### config.mk
export PLATFORM = sky130hd
export DESIGN_NAME = tlik_front
export DESIGN_NICKNAME = d
export VERILOG_FILES = /design/src/hdl/tlik_pkg.sv /design/src/hdl/tlik_front.sv
export SDC_FILE = /design/constraint.sdc
export NUM_CORES = 1
export LEC_CHECK = 0
export ABC_CLOCK_PERIOD_IN_PS = 8200
export BUFFER_PORTS_ARGS = -buffer_cell sky130_fd_sc_hd__buf_2
export CAP_MARGIN = 20
export CORE_MARGIN = 10
export CORE_UTILIZATION = 50
export CTS_CLUSTER_SIZE = 8
export DETAILED_ROUTE_END_ITERATION = 8
export PLACE_DENSITY = 0.73
export REMOVE_ABC_BUFFERS = 1
export SETUP_SLACK_MARGIN = 0.3
export SYNTH_ARGS = -nofsm -noshare
export SYNTH_HDL_FRONTEND = slang
export SYNTH_SLANG_ARGS = --single-unit
### constraint.sdc
create_clock -name clk -period 8.2 [get_ports clk]
set_clock_uncertainty 0.05 [all_clocks]
set_input_delay 1.64 -clock clk [delete_from_list [all_inputs] [get_ports clk]]
set_output_delay 1.64 -clock clk [all_outputs]
set_load 0.1 [all_outputs]
### src/hdl/tlik_pkg.sv
// ----------------------------------------------------------------------------
// tlik_pkg
// shared types, constants and functions of the two-link arm ik block
// ----------------------------------------------------------------------------
package tlik_pkg;

  localparam int CordicSteps = 16;
  localparam int StepW       = 5;
  localparam int LenW        = 14;
  localparam int PosW        = 16;

  localparam logic [1:0] CFG_UPPER    = 2'd0;
  localparam logic [1:0] CFG_FOREARM  = 2'd1;
  localparam logic [1:0] CFG_OFFSET   = 2'd2;

  localparam logic signed [31:0] HalfPiQ24 = 32'sd26353589;

  // job handed from front to back
  typedef struct packed {
    logic signed [PosW-1:0] tx;
    logic signed [PosW-1:0] ty;
    logic signed [PosW-1:0] th;
    logic [LenW-1:0]        l1;
    logic [LenW-1:0]        l2;
    logic [LenW-1:0]        off;
  } tlik_job_t;

  typedef struct packed {
    logic signed [16:0] pitch;
    logic [14:0]        elbow;
    logic               ok;
  } tlik_res_t;

  typedef enum logic [4:0] {
    S_IDLE, S_SQ1, S_SQ1W, S_D, S_R2, S_SQ2, S_SQ2W, S_DEN, S_DIVP, S_DIVPW,
    S_DIVE, S_DIVEW, S_CHK, S_SQS, S_SQSW, S_ATP, S_ATPW, S_SQE, S_SQEW,
    S_ATE, S_ATEW, S_ATH, S_ATHW, S_DONE
  } tlik_state_t;

  function automatic logic signed [31:0] atan_q24(input logic [StepW-1:0] i);
    logic signed [31:0] v;
    v = 32'sd0;
    case (i)
      5'd0:  v = 32'sd13176795;
      5'd1:  v = 32'sd7778716;
      5'd2:  v = 32'sd4110060;
      5'd3:  v = 32'sd2086331;
      5'd4:  v = 32'sd1047214;
      5'd5:  v = 32'sd524117;
      5'd6:  v = 32'sd262123;
      5'd7:  v = 32'sd131069;
      default: v = (i < 5'd24) ? (32'sd65536 >>> (i - 5'd8)) : 32'sd0;
    endcase
    return v;
  endfunction

endpackage

### src/hdl/tlik_front.sv
// ----------------------------------------------------------------------------
// tlik_front
// takes targets, snapshots the link registers and queues jobs
// ----------------------------------------------------------------------------
module tlik_front (
  input  logic                clk,
  input  logic                rst_n,
  input  logic                in_tvalid,
  output logic                in_tready,
  input  logic [47:0]         in_tdata,
  input  logic                cfg_valid,
  output logic                cfg_ready,
  input  logic [1:0]          cfg_index,
  input  logic [13:0]         cfg_data,
  output logic                job_valid,
  output tlik_pkg::tlik_job_t job,
  input  logic                job_ready
);
  import tlik_pkg::*;

  logic [LenW-1:0] l1_r, l2_r, off_r;
  tlik_job_t q_r [2];
  logic      wp_r, rp_r;
  logic [1:0] cnt_r;

  assign cfg_ready = 1'b1;
  assign in_tready = (cnt_r != 2'd2);
  assign job_valid = (cnt_r != 2'd0);
  assign job       = q_r[rp_r];

  always_ff @(posedge clk) begin
    if (!rst_n) begin
      l1_r <= '0; l2_r <= '0; off_r <= '0;
      wp_r <= 1'b0; rp_r <= 1'b0; cnt_r <= '0;
    end else begin
      if (cfg_valid) begin
        case (cfg_index)
          CFG_UPPER:   l1_r  <= cfg_data;
          CFG_FOREARM: l2_r  <= cfg_data;
          CFG_OFFSET:  off_r <= cfg_data;
          default: ;
        endcase
      end
      if (in_tvalid && in_tready) wp_r <= ~wp_r;
      if (job_valid && job_ready) rp_r <= ~rp_r;
      cnt_r <= cnt_r + 2'((in_tvalid && in_tready)) - 2'((job_valid && job_ready));
    end
    if (in_tvalid && in_tready)
      q_r[wp_r] <= '{tx: in_tdata[15:0], ty: in_tdata[31:16], th: in_tdata[47:32],
                     l1: l1_r, l2: l2_r, off: off_r};
  end
endmodule

==> summary.txt, run 1 <==
Combinational share of power -> 32.6%
Worst min-delay path startpoint -> l2_r[5]
# H-tree levels -> 2
Dominant synthesized flop cell -> sky130_fd_sc_hd__edfxtp_1
RSZ-0062 raised after global routing -> no
Placer's final routability congestion estimate -> 0.775
Clock-pin slew reported for the worst setup and hold paths after clock tree synthesis -> 0.05 ns
Launching point of the worst reg2reg path -> cnt_r[0]
Core Box Area -> 16000 µm²
Result of the run -> finished, final reports clean
Internal power summed over all cells -> 2.42 mW
Total clock buffers created by CTS -> 34
Startpoint class of the critical path -> register
Number of library cell types mapped by synthesis -> 30
Transition time at the pin with the least slew margin -> 0.842 ns
Final Slew Violations -> 0
Count of input and output buffers -> 160
# Post-CTS Setup Buffers -> 0
Antenna violations before repair -> 1
Cell taking the most area after synthesis -> sky130_fd_sc_hd__edfxtp_1
Antenna violation net count after detailed routing -> 0
CP max FO -> 51
Time the worst path needs with I/O delays and setup -> 4.29 ns
Vias per std cell -> 5.14
Drt total wl -> 17300 µm
Number of standard cells after synthesis -> 499
Maximum number of pins on one net before global-route repair -> 52
Root Driver -> sky130_fd_sc_hd__clkbuf_16
Proportion of netlist area held by the largest area contributor -> 65.7%
Post-Synthesis Cell Area -> 8220 µm²
Gate family responsible for the most delay along the worst path -> buffers and inverters
Overflow left after global routing -> 0
Ports -> 162
Synthesized area per cell -> 16.5 µm²
Sort of element at the end of the critical path -> output pin
Pwr/cell area -> 390 nW/µm²
Number of placement rows -> 46
Total number of clock tree sinks -> 227
Required time at the endpoint of the critical path -> 6.51 ns
FILL cells -> 1202
CP Class -> reg -> out
DRC violations left -> 0
Insertion delay of the later-clocked pin in the worst-skew pair -> 0.48 ns
Peak Freq -> 233 MHz
CP Cell Sequence -> buf_4 -> mux2_2 -> buf_2
Setup violation total in the final timing report -> 0
Initial core utilization -> 51.4%
First DRT Iteration DRCs -> 295
Global-route wire length before repair -> 26500 µm
Total of max-cap violations -> 0
Max_slew headroom -> 43.7%
Crit path largest cell delay -> 0.67 ns
Vias after detailed routing -> 4710
Maximum buffer depth of the clock tree -> 3
Clock network fraction of design power -> 31.9%
Class of the most critical hold timing path -> reg -> reg
Post-synth EDFFs -> 180
Asr flop ratio synth -> 0%
Worst voltage drop across the vdd grid -> 0.000242 V
Finished Core Util -> 64.0%
Final worst-path cycle share -> 52.3%
DPL Wire Length -> 10900 µm
Area occupied by multi-input gates -> 1750 µm²
Number of buffers added to fix hold violations after cts -> 0
Width of the die -> 148 µm
Post-synthesis sequential element count -> 227
Number of global-route vias before repair -> 5039
Die area -> 22000 µm²
Total buffers and inverters traversed by the critical path -> 2
Leakage power -> 3.80 nW
Vertical die dimension -> 148 µm
Post-detailed-route wirelength per cell -> 18.8 µm
Post-layout nets -> 745
Drt pass-1 iters -> 5
Synth area leaders -> sky130_fd_sc_hd__edfxtp_1, sky130_fd_sc_hd__mux2_2, sky130_fd_sc_hd__dfxtp_1, sky130_fd_sc_hd__nand2_1, sky130_fd_sc_hd__a21oi_1
Register area -> 6350 µm²
Yosys warning total -> 0
Quantity of gates resized following cts -> 0
Share of cells above drive strength 1 -> 42.9%
Fin Setup TNS -> 0 ns
Critical path arrival -> 2.60 ns
Fraction of power spent switching nets -> 39.3%
Sequential group share of total power -> 35.5%
Post-synthesis sequential area ratio -> 77.2%
Layout area overhead -> 24.5%
Library cell contributing the largest single delay on the critical path -> sky130_fd_sc_hd__dfxtp_4
Clock tree from TritonCTS -> done
Net switching power of the design -> 1.57 mW
Number of endpoints with negative hold slack in the final report -> 0
Combined global-route utilization of all metal layers -> 15.2%
-- power groups by stage --
| stage | Clock [mW] | Sequential (mW) | Combinational, mW |
|---|---|---|---|
| 2_1_floorplan | 0 | 1.45 | 1.11 |
| 3_3_place_gp | 0 | 1.43 | 1.30 |
| 3_5_place_dp | 0 | 1.44 | 1.31 |
| 4_1_cts | 1.30 | 1.42 | 1.31 |
| 5_1_grt | 1.36 | 1.43 | 1.35 |
| 6_report | 1.27 | 1.42 | 1.30 |
-- kinds of logic (layout without fill, tap and decap cells) --
kind of cell	count (synthesis)	count (layout)	synth area share, %
XOR/XNOR	1	1	0.107
AND/OR/NAND/NOR	103	103	5.32
other	1	2	0.0456
adder cells (fa/ha/maj)	1	1	0.152
AO/OA/AOI/OAI	49	49	3.18
buffers and inverters	26	227	1.58
flip-flops	227	227	77.2
multiplexers	91	91	12.4
-- final cells by class --
class | instances | share of cell area [%]
clock inverters | 1 | 0.0733
repair buffers | 164 | 8.15
clock buffers | 60 | 9.89
well taps | 216 | 2.64
flip-flops and latches | 227 | 62.0
diodes | 1 | 0.0244
inverters | 2 | 0.0978
multi-input cells | 246 | 17.1
-- layer usage --
metal	GRT usage, %	share of wire, %	vias to the layer above
met4	5.20	1.4	0
met5	0	0	-
met1	18.9	42	2292
met3	4.82	8.9	25
met2	24.6	48	194
li1	-	-	2199
-- through the flow --
stage	instance area, µm²	setup slack (ns)	power [mW]	cells	hold WS (ns)
2_1_floorplan	8100	3.46	2.56	475	0.375
3_3_place_gp	9210	4.37	2.74	854	0.380
3_5_place_dp	9210	4.38	2.75	854	0.389
4_1_cts	10200	3.83	4.04	915	0.395
5_1_grt	10200	3.77	4.13	916	0.411
6_report	10200	3.91	3.99	917	0.396
-- cell usage in the layout, fill, tap and decap left out, types with 2 or more instances in the layout --
master	instances
sky130_fd_sc_hd__nand2_1	85
sky130_fd_sc_hd__nand2b_1	2
sky130_fd_sc_hd__buf_4	3
sky130_fd_sc_hd__clkbuf_1	23
sky130_fd_sc_hd__o21ai_0	2
sky130_fd_sc_hd__dfxtp_1	46
sky130_fd_sc_hd__nor2_1	4
sky130_fd_sc_hd__clkbuf_16	37
sky130_fd_sc_hd__buf_2	160
sky130_fd_sc_hd__mux2_2	90
sky130_fd_sc_hd__a21oi_1	43
sky130_fd_sc_hd__nand3b_1	3
sky130_fd_sc_hd__a21bo_2	2
sky130_fd_sc_hd__edfxtp_1	180
sky130_fd_sc_hd__and3b_1	2
-- flip-flops by register name, summed over array words and instances (netlist names), named ones only --
register	flops
rp_r	1
q_r	180
l1_r	14
wp_r	1
l2_r	14
cnt_r	2
off_r	14
-- synthesized netlist by cell type, types with 2 or more instances --
master                     number
sky130_fd_sc_hd__a21bo_2        2
sky130_fd_sc_hd__o21ai_0        2
sky130_fd_sc_hd__buf_2         17
sky130_fd_sc_hd__edfxtp_1     180
sky130_fd_sc_hd__mux2_2        90
sky130_fd_sc_hd__nand3b_1       3
sky130_fd_sc_hd__dfxtp_1       47
sky130_fd_sc_hd__nand2b_1       2
sky130_fd_sc_hd__nand2_1       85
sky130_fd_sc_hd__clkbuf_1       5
sky130_fd_sc_hd__and3b_1        2
sky130_fd_sc_hd__a21oi_1       43
sky130_fd_sc_hd__nor2_1         4
-- final timing paths --
| path | slack (ns) | end | depth (start not counted) |
|---|---|---|---|
| max | 3.91 | job[21] | 3 |
| min | 0.40 | q_r[0][19] | 0 |
| max reg2reg | 5.79 | q_r[0][30] | 4 |
| min reg2reg | 0.40 | q_r[0][19] | 0 |
-- worst register-to-register path, cell delays in order (launching register included) --
cell,delay [ns]
sky130_fd_sc_hd__dfxtp_1,0.44
sky130_fd_sc_hd__nand2b_1,0.21
sky130_fd_sc_hd__nand3b_1,0.16
sky130_fd_sc_hd__inv_4,0.46
sky130_fd_sc_hd__buf_4,0.69
Power figures use the tool's default switching activity.
==> run 2, diff against run 1 <==
ABC_CLOCK_PERIOD_IN_PS = 4500   (was 8200)
clock period = 4.5 ns   (was 8.2 ns; I/O delays follow)
==> summary.txt, run 2 (synthesized netlist as in run 1, its figures left out) <==
Number of flip-flops under the largest register name -> 180 (unchanged)
Number of endpoints with negative hold slack in the final report -> 0 (unchanged)
DRC violations left -> 0 (unchanged)
Insertion delay of the later-clocked pin in the worst-skew pair -> 0.49 ns (about the same)
Number of buffers added to fix hold violations after cts -> 0 (unchanged)
Gate family responsible for the most delay along the worst path -> buffers and inverters
Vias per std cell -> 5.07 (-1.3%)
Finished Core Util -> 63.9% (-0.086 points)
# H-tree levels -> 2 (unchanged)
Share of cells above drive strength 1 -> 43.0% (+0.16 points)
CP max FO -> 90 (+76%)
Vias after detailed routing -> 4660 (-1.1%)
Ports -> 162 (unchanged)
Result of the run -> finished, final reports clean
DR top layer -> met4
Pwr/cell area -> 706 nW/µm² (+81%)
Peak Freq -> 336 MHz
Most frequent standard cell in the layout excluding fill and tap cells -> sky130_fd_sc_hd__edfxtp_1
Worst voltage drop across the vdd grid -> 0.000438 V (+81%)
Most used cells in the layout excluding fill and tap cells -> sky130_fd_sc_hd__edfxtp_1, sky130_fd_sc_hd__buf_2, sky130_fd_sc_hd__mux2_2
Metal1 wirelength -> 7520 µm (+3.7%)
Transition time at the pin with the least slew margin -> 0.902 ns (+0.0594 ns)
Clock tree from TritonCTS -> done
Leakage power -> 3.79 nW (-0.20%)
Root Driver -> sky130_fd_sc_hd__clkbuf_16
Number of global-route vias before repair -> 4973 (-1.3%)
RSZ-0062 raised after global routing -> no
Count of input and output buffers -> 160 (unchanged)
Total clock buffers created by CTS -> 34 (unchanged)
Routed length on met2 -> 8090 µm (-1.8%)
Launching point of the worst reg2reg path -> cnt_r[0]
Critical path arrival -> 2.03 ns (-0.57 ns)
Antenna violation net count after detailed routing -> 0 (unchanged)
Detailed-routed wire length on met3 -> 1590 µm (+3.6%)
Total buffers and inverters traversed by the critical path -> 2 (unchanged)
Antenna violations before repair -> 1 (unchanged)
Width of the die -> 148 µm (unchanged)
Fin Setup TNS -> 0 ns (unchanged)
Core Box Area -> 16000 µm² (unchanged)
CP Class -> reg -> out
Cell area after layout -> 10200 µm² (-0.13%)
Total number of clock tree sinks -> 227 (unchanged)
Max_slew headroom -> 39.7% (-4.0 points)
Combined global-route utilization of all metal layers -> 15.5% (+0.31 points)
First DRT Iteration DRCs -> 283 (-4.1%)
Vertical die dimension -> 148 µm (unchanged)
Total of max-cap violations -> 0 (unchanged)
Quantity of gates resized following cts -> 0 (unchanged)
Startpoint class of the critical path -> register
Number of placement rows -> 46 (unchanged)
Initial core utilization -> 51.4% (unchanged)
Global-route wire length before repair -> 27100 µm (+1.9%)
Class of the most critical hold timing path -> reg -> reg
Fin Hold WS -> 0.396 ns (-0.000271 ns)
Maximum buffer depth of the clock tree -> 3 (unchanged)
Clock-pin slew reported for the worst setup and hold paths after clock tree synthesis -> 0.05 ns (about the same)
Drt pass-1 iters -> 5 (unchanged)
Layout area overhead -> 24.3%
Placed cells -> 856 (+0.23%)
Post-placement cell area -> 9230 µm² (+0.30%)
Time the worst path needs with I/O delays and setup -> 2.98 ns
Final worst-path cycle share -> 66.2%
Post-detailed-route wirelength per cell -> 19.0 µm (+1.1%)
Required time at the endpoint of the critical path -> 3.55 ns (-2.96 ns)
Die area -> 22000 µm² (unchanged)
DPL Wire Length -> 11100 µm (+2.1%)
# Post-CTS Setup Buffers -> 0 (unchanged)
Final Slew Violations -> 0 (unchanged)
Overflow left after global routing -> 0 (unchanged)
Drt total wl -> 17500 µm (+1.3%)
Maximum number of pins on one net before global-route repair -> 91 (+75%)
Register containing the most flip-flops in the final layout -> q_r
Crit path largest cell delay -> 0.41 ns (-0.26 ns)
Placer's final routability congestion estimate -> 0.767 (-1.1%)
Worst min-delay path startpoint -> l2_r[10]
Sort of element at the end of the critical path -> output pin
Final Instance Count excl. Fillers -> 919 (+0.22%)
FILL cells -> 1206 (+0.33%)
Setup violation total in the final timing report -> 0 (unchanged)
Library cell contributing the largest single delay on the critical path -> sky130_fd_sc_hd__mux2_2
CP Cell Sequence -> buf_12 -> mux2_2 -> buf_2
Post-layout nets -> 747 (+0.27%)
## run 2: worst paths after layout
path / to / slack [ns] / depth (start not counted)
hold reg to reg: q_r[1][24] / 0.40 / 0
setup / recovery: job[34] / 1.52 / 3
setup reg to reg: q_r[0][44] / 2.27 / 4
hold / removal: q_r[1][24] / 0.40 / 0
## run 2: where the power goes
group / switching (mW) / internal [mW]
clock network: 0.836 / 1.42
registers: 0.0570 / 2.49
logic: 2.00 / 0.427
total: 2.89 / 4.33
## run 2: layout make-up
class / count / area [µm²] / share of cell area [%]
inverter: 2 / 10.0 / 0.0979
multi-input combinational: 246 / 1750 / 17.1
sequential: 227 / 6350 / 62.1
antenna: 1 / 2.50 / 0.0245
clock buffer: 57 / 937 / 9.16
timing repair buffer: 166 / 862 / 8.43
tap: 216 / 270 / 2.64
clock inverter: 4 / 41.3 / 0.404
## run 2: metal layers
metal,up-vias,global-route usage [%]
li1,2204,-
met1,2245,19.3
met2,187,24.3
met3,24,6.13
met4,0,5.20
met5,-,0
## run 2: stage by stage
| stage | setup slack (ns) | power (mW) |
|---|---|---|
| CTS | 1.52 | 7.30 |
| global route | 1.47 | 7.46 |
| floorplan | 0.467 | 4.66 |
| global placement | 1.93 | 5.00 |
| finish | 1.52 | 7.22 |
| detailed placement | 1.86 | 5.03 |
